<file path="src/hw/rtl/configurable_bit_serial_crc_unit_defines.svh">
// ----------------------------------------------------------------------------
// crc unit assertion macros
// concurrent assertion shorthands, empty when built for synthesis
// ----------------------------------------------------------------------------
`ifndef CONFIGURABLE_BIT_SERIAL_CRC_UNIT_DEFINES_SVH
`define CONFIGURABLE_BIT_SERIAL_CRC_UNIT_DEFINES_SVH

`ifndef SYNTHESIS
// antecedent holds, consequent holds in the next cycle
`define CBSCU_ASSERT_NEXT(lbl, clk, rst_n, ante, cons) \
    lbl: assert property (@(posedge clk) disable iff (!rst_n) (ante) |=> (cons)) \
        else $error("crc unit assertion failed");
// antecedent holds, consequent holds in the same cycle
`define CBSCU_ASSERT_SAME(lbl, clk, rst_n, ante, cons) \
    lbl: assert property (@(posedge clk) disable iff (!rst_n) (ante) |-> (cons)) \
        else $error("crc unit assertion failed");
`else
`define CBSCU_ASSERT_NEXT(lbl, clk, rst_n, ante, cons)
`define CBSCU_ASSERT_SAME(lbl, clk, rst_n, ante, cons)
`endif

`endif

</file>
<file path="src/hw/rtl/cbscu_pkg.sv">
`timescale 1ns / 1ps
// ----------------------------------------------------------------------------
// cbscu_pkg
// shared types, register codes and reset values of the bit-serial crc unit
// ----------------------------------------------------------------------------
package cbscu_pkg;

    localparam int MAX_WIDTH_DEF = 32;
    localparam int BYTE_W        = 8;
    localparam int CNT_W         = 4;
    localparam int CRC_W         = 32;
    localparam int CFG_W         = 32;
    localparam int PW_W          = 6;
    localparam int CFG_IDX_W     = 4;

    localparam logic [CNT_W-1:0] BITS_PER_BYTE = CNT_W'(BYTE_W);

    // register reset values
    localparam logic [CFG_W-1:0] POLY_RST  = 32'h04C1_1DB7;
    localparam int               PW_RST    = 32;
    localparam logic [CFG_W-1:0] INIT_RST  = 32'hFFFF_FFFF;
    localparam logic [CFG_W-1:0] OXOR_RST  = 32'hFFFF_FFFF;
    localparam logic             REFIN_RST  = 1'b1;
    localparam logic             REFOUT_RST = 1'b1;
    localparam logic             AUG_RST    = 1'b0;
    localparam logic             DIRECT_RST = 1'b1;

    typedef enum logic [CFG_IDX_W-1:0] {
        REG_POLY    = 4'd0,
        REG_WIDTH   = 4'd1,
        REG_INIT    = 4'd2,
        REG_OXOR    = 4'd3,
        REG_REFIN   = 4'd4,
        REG_REFOUT  = 4'd5,
        REG_AUGMENT = 4'd6,
        REG_DIRECT  = 4'd7
    } t_cfg_idx;

    typedef struct packed {
        logic [CFG_W-1:0] polynomial;
        logic [PW_W-1:0]  poly_width;
        logic [CFG_W-1:0] initial_value;
        logic [CFG_W-1:0] output_xor;
        logic             reflect_input;
        logic             reflect_output;
        logic             zero_augment;
        logic             direct_mode;
    } t_cfg;

    typedef enum logic [1:0] {
        SRC_INPUT,
        SRC_BYTE,
        SRC_ZERO
    } t_bit_src;

    // controller to datapath
    typedef struct packed {
        logic     take_byte;
        logic     shift;
        t_bit_src src;
        logic     finish;
        logic     reload;
    } t_cmd;

    // datapath to controller
    typedef struct packed {
        logic out_free;
    } t_sts;

endpackage

</file>
<file path="src/hw/rtl/cbscu_ctrl.sv">
`timescale 1ns / 1ps
// ----------------------------------------------------------------------------
// cbscu_ctrl
// sequencer: message bits, zero augmentation and result hand-off
// ----------------------------------------------------------------------------
module cbscu_ctrl #(
    parameter int MAX_WIDTH = cbscu_pkg::MAX_WIDTH_DEF,
    localparam int WW = $clog2(MAX_WIDTH + 1)
) (
    input  logic                        i_clk,
    input  logic                        i_rst_n,
    input  logic                        i_valid,
    input  logic [cbscu_pkg::CNT_W-1:0] i_count,
    input  logic                        i_last,
    input  logic                        i_zero_aug,
    input  logic [WW-1:0]               i_eff_w,
    input  logic                        i_cfg_reload,
    input  cbscu_pkg::t_sts             i_sts,
    output logic                        o_ready,
    output cbscu_pkg::t_cmd             o_cmd
);

    typedef enum logic [1:0] {
        S_IDLE,
        S_MSG,
        S_AUG,
        S_FIN
    } t_state;

    t_state                      r_state;
    logic                        r_ready;
    logic                        r_last;
    logic [cbscu_pkg::CNT_W-1:0] r_cnt;
    logic [WW-1:0]               r_aug;

    logic                        w_accept;
    logic [cbscu_pkg::CNT_W-1:0] w_cnt;

    always_comb begin
        w_accept = i_valid && o_ready;
        w_cnt    = (i_count > cbscu_pkg::BITS_PER_BYTE) ? cbscu_pkg::BITS_PER_BYTE : i_count;

        o_cmd.take_byte = w_accept;
        o_cmd.shift     = (w_accept && (w_cnt != '0)) || (r_state == S_MSG)
                          || (r_state == S_AUG);
        o_cmd.src       = (r_state == S_MSG) ? cbscu_pkg::SRC_BYTE :
                          (r_state == S_AUG) ? cbscu_pkg::SRC_ZERO : cbscu_pkg::SRC_INPUT;
        o_cmd.finish    = (r_state == S_FIN) && i_sts.out_free;
        o_cmd.reload    = i_cfg_reload;
    end

    // closed while a register write reloads the shift register
    assign o_ready = r_ready && !i_cfg_reload;

    always_ff @(posedge i_clk) begin
        if (!i_rst_n) begin
            r_state <= S_IDLE;
            r_ready <= 1'b1;
            r_last  <= 1'b0;
            r_cnt   <= '0;
            r_aug   <= '0;
        end else begin
            unique case (r_state)
                S_IDLE: begin
                    if (w_accept) begin
                        r_last <= i_last;
                        if (w_cnt > cbscu_pkg::CNT_W'(1)) begin
                            // first bit went in with the transfer
                            r_state <= S_MSG;
                            r_cnt   <= w_cnt - cbscu_pkg::CNT_W'(1);
                            r_ready <= 1'b0;
                        end else if (i_last) begin
                            r_ready <= 1'b0;
                            if (i_zero_aug) begin
                                r_state <= S_AUG;
                                r_aug   <= i_eff_w;
                            end else begin
                                r_state <= S_FIN;
                            end
                        end
                    end
                end
                S_MSG: begin
                    r_cnt <= r_cnt - cbscu_pkg::CNT_W'(1);
                    if (r_cnt == cbscu_pkg::CNT_W'(1)) begin
                        if (r_last) begin
                            if (i_zero_aug) begin
                                r_state <= S_AUG;
                                r_aug   <= i_eff_w;
                            end else begin
                                r_state <= S_FIN;
                            end
                        end else begin
                            r_state <= S_IDLE;
                            r_ready <= 1'b1;
                        end
                    end
                end
                S_AUG: begin
                    r_aug <= r_aug - WW'(1);
                    if (r_aug == WW'(1)) begin
                        r_state <= S_FIN;
                    end
                end
                S_FIN: begin
                    if (i_sts.out_free) begin
                        r_state <= S_IDLE;
                        r_ready <= 1'b1;
                    end
                end
                default: begin
                    r_state <= S_IDLE;
                    r_ready <= 1'b1;
                end
            endcase
        end
    end

endmodule

</file>
<file path="src/hw/rtl/cbscu_dp.sv">
`timescale 1ns / 1ps
// ----------------------------------------------------------------------------
// cbscu_dp
// crc shift register, byte shifter, finishing logic and output register
// ----------------------------------------------------------------------------
module cbscu_dp #(
    parameter int MAX_WIDTH = cbscu_pkg::MAX_WIDTH_DEF,
    localparam int WW = $clog2(MAX_WIDTH + 1),
    localparam int IW = $clog2(MAX_WIDTH)
) (
    input  logic                         i_clk,
    input  logic                         i_rst_n,
    input  cbscu_pkg::t_cfg              i_cfg,
    input  logic [WW-1:0]                i_eff_w,
    input  cbscu_pkg::t_cmd              i_cmd,
    input  logic [cbscu_pkg::BYTE_W-1:0] i_data_byte,
    output cbscu_pkg::t_sts              o_sts,
    output logic                         o_crc_valid,
    input  logic                         i_crc_ready,
    output logic [cbscu_pkg::CRC_W-1:0]  o_crc
);

    localparam int RST_W = (cbscu_pkg::PW_RST > MAX_WIDTH) ? MAX_WIDTH : cbscu_pkg::PW_RST;
    localparam logic [MAX_WIDTH-1:0] RST_SREG =
        MAX_WIDTH'(((65'd1 << RST_W) - 65'd1) & 65'(cbscu_pkg::INIT_RST));

    logic [MAX_WIDTH-1:0]         r_sreg;
    logic [cbscu_pkg::BYTE_W-1:0] r_byte;
    logic                         r_out_valid;
    logic [cbscu_pkg::CRC_W-1:0]  r_crc;

    logic [MAX_WIDTH-1:0]         w_mask;
    logic [WW-1:0]                w_wm1;
    logic [cbscu_pkg::BYTE_W-1:0] w_norm;
    logic                         w_bit;
    logic                         w_top;
    logic                         w_fb;
    logic [MAX_WIDTH-1:0]         w_shifted;
    logic [MAX_WIDTH-1:0]         n_sreg_shift;
    logic [MAX_WIDTH-1:0]         n_sreg_load;
    logic [MAX_WIDTH-1:0]         w_final;
    logic [MAX_WIDTH-1:0]         w_rev;
    logic [WW-1:0]                w_shamt;
    logic [MAX_WIDTH-1:0]         w_crc;

    always_comb begin
        for (int i = 0; i < MAX_WIDTH; i++) begin
            w_mask[i] = (i < int'(i_eff_w));
        end
        w_wm1 = i_eff_w - WW'(1);

        // byte normalized so the first bit to shift sits at bit 0
        for (int i = 0; i < cbscu_pkg::BYTE_W; i++) begin
            w_norm[i] = i_cfg.reflect_input ? i_data_byte[i]
                                            : i_data_byte[cbscu_pkg::BYTE_W-1-i];
        end

        unique case (i_cmd.src)
            cbscu_pkg::SRC_INPUT: w_bit = w_norm[0];
            cbscu_pkg::SRC_BYTE:  w_bit = r_byte[0];
            cbscu_pkg::SRC_ZERO:  w_bit = 1'b0;
            default:              w_bit = 1'b0;
        endcase

        // one crc step, direct or augmented
        w_top        = r_sreg[w_wm1[IW-1:0]];
        w_shifted    = {r_sreg[MAX_WIDTH-2:0], (i_cfg.direct_mode ? 1'b0 : w_bit)};
        w_fb         = i_cfg.direct_mode ? (w_top ^ w_bit) : w_top;
        n_sreg_shift = (w_shifted ^ (w_fb ? MAX_WIDTH'(i_cfg.polynomial) : '0)) & w_mask;
        n_sreg_load  = MAX_WIDTH'(i_cfg.initial_value) & w_mask;

        // finish: xor, mask, optional reflection over the active width
        w_final = (r_sreg ^ MAX_WIDTH'(i_cfg.output_xor)) & w_mask;
        for (int i = 0; i < MAX_WIDTH; i++) begin
            w_rev[i] = w_final[MAX_WIDTH-1-i];
        end
        w_shamt = WW'(MAX_WIDTH) - i_eff_w;
        w_crc   = i_cfg.reflect_output ? (w_rev >> w_shamt) : w_final;
    end

    always_ff @(posedge i_clk) begin
        if (!i_rst_n) begin
            r_sreg <= RST_SREG;
        end else if (i_cmd.finish || i_cmd.reload) begin
            r_sreg <= n_sreg_load;
        end else if (i_cmd.shift) begin
            r_sreg <= n_sreg_shift;
        end
    end

    always_ff @(posedge i_clk) begin
        if (i_cmd.take_byte) begin
            r_byte <= w_norm >> 1;
        end else if (i_cmd.shift && (i_cmd.src == cbscu_pkg::SRC_BYTE)) begin
            r_byte <= r_byte >> 1;
        end
    end

    always_ff @(posedge i_clk) begin
        if (!i_rst_n) begin
            r_out_valid <= 1'b0;
        end else if (i_cmd.finish) begin
            r_out_valid <= 1'b1;
        end else if (i_crc_ready) begin
            r_out_valid <= 1'b0;
        end
    end

    always_ff @(posedge i_clk) begin
        if (i_cmd.finish) begin
            r_crc <= cbscu_pkg::CRC_W'(w_crc);
        end
    end

    assign o_sts.out_free = !r_out_valid || i_crc_ready;
    assign o_crc_valid    = r_out_valid;
    assign o_crc          = r_crc;

endmodule

</file>
<file path="src/hw/rtl/configurable_bit_serial_crc_unit.sv">
`timescale 1ns / 1ps
// ----------------------------------------------------------------------------
// configurable_bit_serial_crc_unit
// bit-serial crc engine for generator polynomials of 1 to 32 bits
// ----------------------------------------------------------------------------
// usage:
//   s_axis carries message bytes: tdata holds data_byte and bit_count, tlast
//   marks the final byte. m_axis carries one finished crc per message.
//   the register port (i_cfg_we/idx/wdata) sets polynomial, width, initial
//   value, output xor, reflection, augmentation and method; write it only
//   while no message is in flight. a write to a mapped index reloads the
//   shift register in the cycle after the write, and s_axis_tready is low while it does.
// timing:
//   one message bit per cycle through a single shift register, while bytes keep
//   arriving and no crc waits in the finish step. a byte of n valid bits shifts
//   its first bit with its transfer and holds s_axis_tready low while the rest
//   shift. after the last byte, effective-width zero bits shift in if augmentation
//   is on, then the finish step builds the crc, which shows on m_axis the cycle after.
// reset and stall:
//   reset loads the default crc-32 settings and the shift register.
//   the output register lets the next message be taken while a crc waits;
//   a second crc waits in the finish step until m_axis_tready frees the slot.
// ----------------------------------------------------------------------------
`include "configurable_bit_serial_crc_unit_defines.svh"

module configurable_bit_serial_crc_unit #(
    parameter int MAX_WIDTH = cbscu_pkg::MAX_WIDTH_DEF
) (
    input  logic                            i_clk,
    input  logic                            i_rst_n,
    // register write port
    input  logic                            i_cfg_we,
    input  logic [cbscu_pkg::CFG_IDX_W-1:0] i_cfg_idx,
    input  logic [cbscu_pkg::CFG_W-1:0]     i_cfg_wdata,
    // message byte stream
    input  logic                            s_axis_tvalid,
    output logic                            s_axis_tready,
    input  logic [15:0]                     s_axis_tdata,  // [7:0] data_byte, [11:8] bit_count
    input  logic                            s_axis_tlast,  // last byte of the message
    // crc stream
    output logic                            m_axis_tvalid,
    input  logic                            m_axis_tready,
    output logic [cbscu_pkg::CRC_W-1:0]     m_axis_tdata   // [31:0] crc
);

    localparam int WW = $clog2(MAX_WIDTH + 1);

    cbscu_pkg::t_cfg r_cfg;
    logic            r_cfg_reload;   // reload in the cycle after the write lands
    logic [WW-1:0]   w_eff_w;

    cbscu_pkg::t_cmd w_cmd;
    cbscu_pkg::t_sts w_sts;

    // register file
    always_ff @(posedge i_clk) begin
        if (!i_rst_n) begin
            r_cfg.polynomial     <= cbscu_pkg::POLY_RST;
            r_cfg.poly_width     <= cbscu_pkg::PW_W'(cbscu_pkg::PW_RST);
            r_cfg.initial_value  <= cbscu_pkg::INIT_RST;
            r_cfg.output_xor     <= cbscu_pkg::OXOR_RST;
            r_cfg.reflect_input  <= cbscu_pkg::REFIN_RST;
            r_cfg.reflect_output <= cbscu_pkg::REFOUT_RST;
            r_cfg.zero_augment   <= cbscu_pkg::AUG_RST;
            r_cfg.direct_mode    <= cbscu_pkg::DIRECT_RST;
            r_cfg_reload         <= 1'b0;
        end else begin
            // unmapped index: ignored, no reload
            r_cfg_reload <= i_cfg_we && (i_cfg_idx <= cbscu_pkg::REG_DIRECT);
            if (i_cfg_we) begin
                unique case (cbscu_pkg::t_cfg_idx'(i_cfg_idx))
                    cbscu_pkg::REG_POLY:    r_cfg.polynomial     <= i_cfg_wdata;
                    cbscu_pkg::REG_WIDTH:   r_cfg.poly_width     <= i_cfg_wdata[cbscu_pkg::PW_W-1:0];
                    cbscu_pkg::REG_INIT:    r_cfg.initial_value  <= i_cfg_wdata;
                    cbscu_pkg::REG_OXOR:    r_cfg.output_xor     <= i_cfg_wdata;
                    cbscu_pkg::REG_REFIN:   r_cfg.reflect_input  <= i_cfg_wdata[0];
                    cbscu_pkg::REG_REFOUT:  r_cfg.reflect_output <= i_cfg_wdata[0];
                    cbscu_pkg::REG_AUGMENT: r_cfg.zero_augment   <= i_cfg_wdata[0];
                    cbscu_pkg::REG_DIRECT:  r_cfg.direct_mode    <= i_cfg_wdata[0];
                    default: ;
                endcase
            end
        end
    end

    // effective width: zero acts as one, anything above MAX_WIDTH saturates
    always_comb begin
        if (r_cfg.poly_width == '0) begin
            w_eff_w = WW'(1);
        end else if (int'(r_cfg.poly_width) > MAX_WIDTH) begin
            w_eff_w = WW'(MAX_WIDTH);
        end else begin
            w_eff_w = WW'(r_cfg.poly_width);
        end
    end

    cbscu_ctrl #(
        .MAX_WIDTH (MAX_WIDTH)
    ) u_ctrl (
        .i_clk        (i_clk),
        .i_rst_n      (i_rst_n),
        .i_valid      (s_axis_tvalid),
        .i_count      (s_axis_tdata[11:8]),
        .i_last       (s_axis_tlast),
        .i_zero_aug   (r_cfg.zero_augment),
        .i_eff_w      (w_eff_w),
        .i_cfg_reload (r_cfg_reload),
        .i_sts        (w_sts),
        .o_ready      (s_axis_tready),
        .o_cmd        (w_cmd)
    );

    cbscu_dp #(
        .MAX_WIDTH (MAX_WIDTH)
    ) u_dp (
        .i_clk       (i_clk),
        .i_rst_n     (i_rst_n),
        .i_cfg       (r_cfg),
        .i_eff_w     (w_eff_w),
        .i_cmd       (w_cmd),
        .i_data_byte (s_axis_tdata[7:0]),
        .o_sts       (w_sts),
        .o_crc_valid (m_axis_tvalid),
        .i_crc_ready (m_axis_tready),
        .o_crc       (m_axis_tdata)
    );

    // a last byte with two or more bits keeps the input closed next cycle
    `CBSCU_ASSERT_NEXT(a_last_multi_bit_blocks, i_clk, i_rst_n, s_axis_tvalid && s_axis_tready && s_axis_tlast && (s_axis_tdata[11:8] >= 4'd2), !s_axis_tready)
    // a middle byte of at most one bit leaves the input open
    `CBSCU_ASSERT_NEXT(a_short_byte_reopens, i_clk, i_rst_n, s_axis_tvalid && s_axis_tready && !s_axis_tlast && (s_axis_tdata[11:8] <= 4'd1), s_axis_tready)
    // a new crc only comes out of the finish step, where input is closed
    `CBSCU_ASSERT_SAME(a_crc_from_finish, i_clk, i_rst_n, $rose(m_axis_tvalid), $past(!s_axis_tready))

endmodule

</file>
<file path="config.mk">
export PLATFORM = sky130hd
export DESIGN_NAME = configurable_bit_serial_crc_unit
export DESIGN_NICKNAME = d
export VERILOG_FILES = /design/src/hw/rtl/cbscu_pkg.sv /design/src/hw/rtl/cbscu_ctrl.sv /design/src/hw/rtl/cbscu_dp.sv /design/src/hw/rtl/configurable_bit_serial_crc_unit.sv
export VERILOG_INCLUDE_DIRS = /design/src /design/src/hw/rtl
export SDC_FILE = /design/constraint.sdc
export NUM_CORES = 1
export LEC_CHECK = 0
export BUFFER_PORTS_ARGS = -buffer_cell sky130_fd_sc_hd__buf_2
export CAP_MARGIN = 20
export CORE_UTILIZATION = 45
export CTS_CLUSTER_SIZE = 10
export DETAILED_ROUTE_END_ITERATION = 10
export GPL_TIMING_DRIVEN = 0
export PLACE_DENSITY = 0.65
export SLEW_MARGIN = 15
export SYNTH_ARGS = -nofsm -noshare
export SYNTH_HDL_FRONTEND = slang
export SYNTH_HIERARCHICAL = 1
export SYNTH_SLANG_ARGS = --single-unit
</file>
<file path="constraint.sdc">
create_clock -name i_clk -period 10.65 [get_ports i_clk]
set_input_delay 1.065 -clock i_clk [delete_from_list [all_inputs] [get_ports i_clk]]
set_output_delay 1.065 -clock i_clk [all_outputs]
set_load 0.05 [all_outputs]
</file>
# Word-level counts from Yosys, hierarchy flattened
# Cells that the tools add are included.
[classes]
add_sub_neg = 5
magnitude_cmp = 37
n_eq_ne = 23
shifts = 1
n_mux = 52
bitwise = 6
reduce_logical = 36
[op_table]
columns = ["operator", "count"]
rows = [
  ["32-bit 2-to-1 mux", 4],
  ["32-bit bitwise AND", 3],
  ["5-bit by 6-bit less-than comparator with 1-bit output, first input constant", 16],
  ["32-bit bitwise XOR", 2],
  ["4-bit by 6-bit less-than comparator with 1-bit output, first input constant", 8],
  ["6-bit 2-to-1 mux", 8],
  ["32-bit by 6-bit right shift with 32-bit output", 1],
  ["3-bit by 6-bit less-than comparator with 1-bit output, first input constant", 4],
  ["1-bit 2-to-1 mux", 20],
  ["2-bit 2-to-1 mux", 9],
  ["6-bit case mux with 3 select lines", 1],
  ["2-bit AND reduction", 9],
  ["4-bit by 3-bit == test with 1-bit output, second input constant", 4],
  ["7-bit 2-to-1 mux", 2],
  ["1-bit by 6-bit less-than comparator with 1-bit output, first input constant", 2],
  ["2-bit by 6-bit less-than comparator with 1-bit output, first input constant", 2],
  ["4-bit 2-to-1 mux", 3],
  ["6-bit AND reduction", 2],
  ["2-bit inequality test, second input constant", 5],
  ["4-bit by 1-bit == test with 1-bit output, second input constant", 2],
  ["4-bit by 2-bit == test with 1-bit output, second input constant", 2],
  ["2-bit by 1-bit inequality test with 1-bit output, second input constant", 4],
  ["2-bit case mux with 4 select lines", 1],
  ["4-bit case mux with 2 select lines", 1],
  ["other kinds (28)", 45],
]
[word_totals]
register_bits = 193
inputBits = 58
out_inout_bits = 34
elab_cells = 178

# Logic depth before layout (Yosys ltp)
[logic_depth]
ltp_word = 13
mapped_depth = 18
ltp_nobuf = 12

# Cells and area by module
# Netlist, hierarchy kept.
[modules_own_cells]
columns = ["mod", "instances", "cells_per_inst", "area_per_inst_um2"]
rows = [
  ["cbscu_dp", 1, 950, 7551.0],
  ["configurable_bit_serial_crc_unit", 1, 427, 4450.5],
  ["cbscu_ctrl", 1, 142, 1124.8],
]

# Worst setup path after synthesis
# Ideal clock, no wire load.
[synth_path]
path_kind = "register to register"
start = "reg r_cfg[69] (netlist name)"
end = "reg u_dp.r_sreg[10]"
setup_ns = 0.125
arrival_time_ns = 3.974
required_ns = 10.525
slack_ns = 6.551
path_stages_with_launch = 17
synth_period_minus_slack_ns = 4.099
cell_sequence = "dfxtp_1 nor4_1 nor2_1 nor2_1 buf_2 inv_1 clkbuf_1 buf_1 ha_1 inv_2 mux4_2 mux2_2 o22ai_2 nor3_2 buf_4 o31a_1 o41a_1"
[synth_via]
elab_chain_cells = 13
[synth_lines]
columns = ["element", "line", "text"]
rows = [
  ["start: declaration", "configurable_bit_serial_crc_unit.sv:48", "cbscu_pkg::t_cfg r_cfg;"],
  ["6-bit > comparator", "configurable_bit_serial_crc_unit.sv:90", "end else if (int'(r_cfg.poly_width) > MAX_WIDTH) begin"],
  ["6-bit 2-to-1 mux", "configurable_bit_serial_crc_unit.sv:90", ""],
  ["6-bit 2-to-1 mux (*)", "configurable_bit_serial_crc_unit.sv:88", "if (r_cfg.poly_width == '0) begin"],
  ["via w_eff_w[0]", "configurable_bit_serial_crc_unit.sv:50", "logic [WW-1:0] w_eff_w;"],
  ["5-bit by 1-bit subtractor with 5-bit output", "cbscu_dp.sv:50", "w_wm1 = i_eff_w - WW'(1);"],
  ["1-bit binary-select mux with 5-bit select", "cbscu_dp.sv:66", "w_top = r_sreg[w_wm1[IW-1:0]];"],
  ["1-bit 2-to-1 mux (implied by the code)", "cbscu_dp.sv:66", ""],
  ["1-bit bitwise XOR", "cbscu_dp.sv:68", "w_fb = i_cfg.direct_mode ? (w_top ^ w_bit) : w_top;"],
  ["1-bit 2-to-1 mux", "cbscu_dp.sv:68", ""],
  ["32-bit 2-to-1 mux", "cbscu_dp.sv:69", "n_sreg_shift = (w_shifted ^ (w_fb ? MAX_WIDTH'(i_cfg.polynomial) : '0)) & w_mask;"],
  ["32-bit bitwise XOR", "cbscu_dp.sv:69", ""],
  ["32-bit bitwise AND", "cbscu_dp.sv:69", ""],
  ["32-bit 2-to-1 mux", "cbscu_dp.sv:86", "end else if (i_cmd.shift) begin"],
  ["32-bit 2-to-1 mux (*)", "cbscu_dp.sv:84", "end else if (i_cmd.finish || i_cmd.reload) begin"],
  ["end signal: assignment", "cbscu_dp.sv:85", "r_sreg <= n_sreg_load;"],
  ["end signal: assignment", "cbscu_dp.sv:87", "r_sreg <= n_sreg_shift;"],
  ["end: declaration", "cbscu_dp.sv:27", "logic [MAX_WIDTH-1:0] r_sreg;"],
]
# The timed path passes the listed nets; every way through them passes the cells marked *. The select of a mux whose other input is x is not followed.
# A chain may end at the register's enable or synchronous reset.

# Worst setup path in the final report
[layout_path]
start = "reg r_cfg[69] (netlist name)"
end = "reg u_dp.r_crc (netlist bit u_dp/o_crc[0]) (data pin)"
[layout_via]
elab_chain_cells = 7
[layout_lines]
columns = ["element", "line", "text"]
rows = [
  ["6-bit > comparator", "configurable_bit_serial_crc_unit.sv:90", ""],
  ["6-bit 2-to-1 mux", "configurable_bit_serial_crc_unit.sv:90", ""],
  ["6-bit 2-to-1 mux (*)", "configurable_bit_serial_crc_unit.sv:88", ""],
  ["via w_eff_w[0]", "configurable_bit_serial_crc_unit.sv:50", ""],
  ["5-bit by 6-bit less-than comparator with 1-bit output (tied with other cells)", "cbscu_dp.sv:48", "w_mask[i] = (i < int'(i_eff_w));"],
  ["32-bit bitwise AND", "cbscu_dp.sv:73", "w_final = (r_sreg ^ MAX_WIDTH'(i_cfg.output_xor)) & w_mask;"],
  ["32-bit by 6-bit right shift with 32-bit output", "cbscu_dp.sv:78", "w_crc = i_cfg.reflect_output ? (w_rev >> w_shamt) : w_final;"],
  ["32-bit 2-to-1 mux (*)", "cbscu_dp.sv:78", ""],
  ["via u_dp.w_crc[0]", "cbscu_dp.sv:44", "logic [MAX_WIDTH-1:0] w_crc;"],
  ["end signal: assignment", "cbscu_dp.sv:111", "r_crc <= cbscu_pkg::CRC_W'(w_crc);"],
  ["end: declaration", "cbscu_dp.sv:30", "logic [cbscu_pkg::CRC_W-1:0] r_crc;"],
]
# The timed path passes the listed nets; every way through them passes the cells marked *.

==> flow_summary.json <==
{
  "drt-wirelength-per-cell_um": 23.6,
  "synth_top_area_share_pct": 23.5,
  "totalNegativeSetupSlack_ns": 0,
  "post-route-drc-count": 0,
  "critical_path_peak_fanout": 11,
  "slowest_delay_ns": 0.57,
  "max_freq_mhz": 170,
  "tritoncts": "yes",
  "grt_max_degree": 37,
  "postRouteAntennaNets": 0,
  "crit_top_cell": "nor2_1",
  "core_um2": 28700,
  "syn-cell-area_um2": 13100,
  "root_buffer": "clkbuf_16",
  "rsz0062_at_grt": "false",
  "detailedRoute.firstIterationViolations": 1753,
  "fin_ws_ns": 4.77,
  "synth.distinct_cells": 97,
  "vertical_extent_of_the_die_um": 173,
  "finalCritPeriodShare_pct": 55.2,
  "setup_viol_count_final": 0,
  "effective_utilization_at_floorplan_pct": 45.7,
  "vias_in_the_first_global_route": 12000,
  "hold_path.class": "flop to flop",
  "clk_path_buf_depth": 2,
  "routed-via-count": 12800,
  "io_buffers": 84,
  "syn_area_per_cell_um2": 8.64,
  "slew-limit-headroom_pct": 25.3,
  "cts-hold-fix-buffers": 0,
  "cts_setup_buffers": 0,
  "yosys_most_used_dff": "dfxtp_1",
  "end_kind": "flop",
  "gr-usage-all-layers_pct": 31.5,
  "crit_path_top_delay_cell": "buf_1",
  "max-cap-violations": 0,
  "crit_chain": "nor4_1 > nor2_1 > nor2_1 > buf_2 > inv_1 > clkbuf_1 > buf_1 > ha_1 > inv_2 > buf_2 > buf_1 > clkbuf_1 > nor2_1 > o32ai_1 > o221ai_1 > a32oi_1 > o221ai_1",
  "postSynthRegisterBits": 193,
  "n_antenna_cell": 0,
  "synth.net_count": 1587,
  "ys_async_sr_fraction_pct": 0,
  "firstDrtPassIters": 6,
  "worst_clock_skew_ns": 0.0148,
  "min_delay_path_depth": 2,
  "io_pins": 92,
  "cts-buffers-inserted": 17,
  "timing.final.max_slew_violations": 0,
  "r2r_cells": 17,
  "post_synth_main_area_contributors": "dfxtp_1 23%, mux2i_1 10%, edfxtp_1 8.9%, nor2b_1 6.4%, nand2_1 4.2%",
  "worst_slew_pin_slew_ns": 1.11,
  "insertion_delay_ns": 0.46,
  "dieArea_um2": 29900,
  "std_cell_rows": 62,
  "critPathBufInv": 8,
  "nNetsFinal": 1690,
  "combined_area_of_the_multi_input_logic_cells_um2": 8080,
  "ff_latch_area_um2": 4250,
  "path_delay_family": "buffers and inverters",
  "status": "finished clean",
  "crit_path_start_kind": "flop",
  "synth_largest_area_cell": "dfxtp_1",
  "ys.warnings.count": 6,
  "worst-endpoint-required_ns": 10.82,
  "yosysSeqAreaShare_pct": 32.4,
  "finalWirelength_mm": 47.7,
  "hpwl_mm": 36.1,
  "cts.sinks": 193,
  "viasPerCell": 6.34,
  "grt_overflow": 0,
  "finalCriticalPeriod_ns": 5.88,
  "synthesis.instances": 1519,
  "grt_first_pass_wirelength_mm": 72.3,
  "worstSetupPathDepth": 17,
  "areaGrowthSynthToFinish_pct": 11.6,
  "clk_pin_slew_ns": 0.08,
  "worst-setup-path-type": "flop to flop",
  "pwr_density_cell_nw_per_um2": 202,
  "cts-resized-gates": 0,
  "gp_congestion": 0.989,
  "cts-htree-levels": 4,
  "pre_cts_slack_ns": 4.95,
  "drive_above_1_share_pct": 13.8,
  "vdd_drop_max_mv": 0.0968,
  "synth_enable_flop_cells": 39,
  "antenna_violations_before_repair": 0,
  "critPathArrivalTime_ns": 6.04,
  "die_w_um": 173,
  "finalHoldViolations": 0,
  "num-fill-cells": 2802,
  "cellLeakagePower_nw": 5.70
}
[area by class of cell]
type,instances,area share (%)
buffer,126,4.04
tap,384,3.28
clock inverter,15,1.32
inverter,53,1.36
timing repair buffer,84,2.87
clock buffer,17,2.90
multi-input combinational,1147,55.2
sequential,193,29.0
[stage by stage]
step	cells	hold WS, ns	utilization (%)	total power (W)	area, um2
3_3_place_gp	1987	0.445	48.9	0.00221	14000
6_report	2019	0.469	51.0	0.00296	14600
5_1_grt	2019	0.489	51.0	0.00307	14600
3_5_place_dp	1987	0.452	48.9	0.00222	14000
2_1_floorplan	1519	0.435	-	0.00182	13100
4_1_cts	2019	0.469	51.0	0.00290	14600
[sequential cells by signal, indices dropped and copies added (netlist names)]
register	flops
u_dp/r_sreg	32
u_ctrl/r_ready	1
u_ctrl/r_last	1
u_dp/o_crc_valid	1
r_cfg	106
u_dp/o_crc	32
u_ctrl/r_aug	6
u_dp/r_byte	7
u_ctrl/r_state	2
u_ctrl/r_cnt	4
r_cfg_reload	1
[cell usage in the layout (no fill, tap or decap), drive strengths merged, types with 6 or more instances in the layout]
master	netlist	routed
a2111oi	13	13
a211oi	12	12
a21o	7	7
a21oi	66	66
a31oi	28	28
and2	8	8
and3	21	21
buf	48	132
clkbuf	78	95
dfxtp	154	154
edfxtp	39	39
ha	10	10
inv	52	63
mux2	19	19
mux2i	134	134
mux4	22	22
nand2	147	147
nand2b	18	18
nand3	58	58
nand3b	9	9
nand4b	24	24
nor2	73	73
nor2b	135	135
nor3	42	42
nor4	17	17
o211ai	28	28
o21ai	64	64
o221ai	11	11
o22ai	19	19
o31a	13	13
o41a	10	10
or2	6	6
or3	10	10
or4	6	6
xnor2	13	13
xor2	28	28
[power breakdown]
group,leakage [nW],switching [W],internal (W)
clock network,0.303,0.000360,0.000326
registers,1.62,0.000104,0.000847
logic,3.78,0.000843,0.000480
total,5.70,0.00131,0.00165
[worst register-to-register path: stages (launching register included)]
cell and delay (ns):
dfxtp_1 0.35, nor4_1 0.28, nor2_1 0.07, nor2_1 0.36, buf_2 0.36, inv_1 0.20, clkbuf_1 0.30, buf_1 0.42
ha_1 0.44, inv_2 0.23, buf_2 0.32, buf_1 0.57, clkbuf_1 0.45, nor2_1 0.10, o32ai_1 0.38, o221ai_1 0.28
a32oi_1 0.29, o221ai_1 0.20
[logic make-up (layout without fill, tap and decap cells)]
kind of cell | after synthesis | in the layout | synth area share [%]
compound gates | 328 | 328 | 17.4
flops | 193 | 193 | 32.4
mux | 175 | 175 | 15.6
simple gates | 593 | 593 | 24.7
fa+ha+maj | 10 | 10 | 0.953
xor+xnor | 41 | 41 | 2.88
buf+inv | 179 | 295 | 6.02
[metal layers]
| metal | share of wire, % | up-vias | wire length, um | global-route usage, % |
|---|---|---|---|---|
| li1 | - | 5784 | - | - |
| met1 | 41 | 6131 | 19700 | 41.6 |
| met2 | 45 | 757 | 21500 | 49.7 |
| met3 | 9.2 | 134 | 4370 | 5.83 |
| met4 | 4.4 | 0 | 2110 | 14.9 |
| met5 | 0 | - | 0 | 0 |
[cell usage after synthesis, types with 19 or more instances]
| master | n |
|---|---|
| nand4b_1 | 23 |
| nand3_1 | 56 |
| nor2_1 | 72 |
| nor3_1 | 40 |
| edfxtp_1 | 39 |
| and3_1 | 20 |
| xor2_1 | 27 |
| inv_1 | 50 |
| buf_2 | 22 |
| dfxtp_1 | 154 |
| clkbuf_1 | 78 |
| mux4_2 | 22 |
| nand2_1 | 146 |
| a21oi_1 | 65 |
| a31oi_1 | 28 |
| nor2b_1 | 135 |
| mux2_2 | 19 |
| o21ai_0 | 58 |
| o211ai_1 | 27 |
| mux2i_1 | 134 |
[path summary, 6_finish.rpt]
check | to | startpoint | slack [ns]
worst max-delay path | u_dp/o_crc[0]$_DFFE_PP_ | r_cfg[69]$_SDFFE_PN0P_ | 4.77
worst min-delay path | r_cfg[98]$_SDFFE_PN0P_ | r_cfg[98]$_SDFFE_PN0P_ | 0.47
worst max register to register | u_dp/o_crc[0]$_DFFE_PP_ | r_cfg[69]$_SDFFE_PN0P_ | 4.77
worst min register to register | r_cfg[98]$_SDFFE_PN0P_ | r_cfg[98]$_SDFFE_PN0P_ | 0.47
Power figures use the tool's default switching activity.
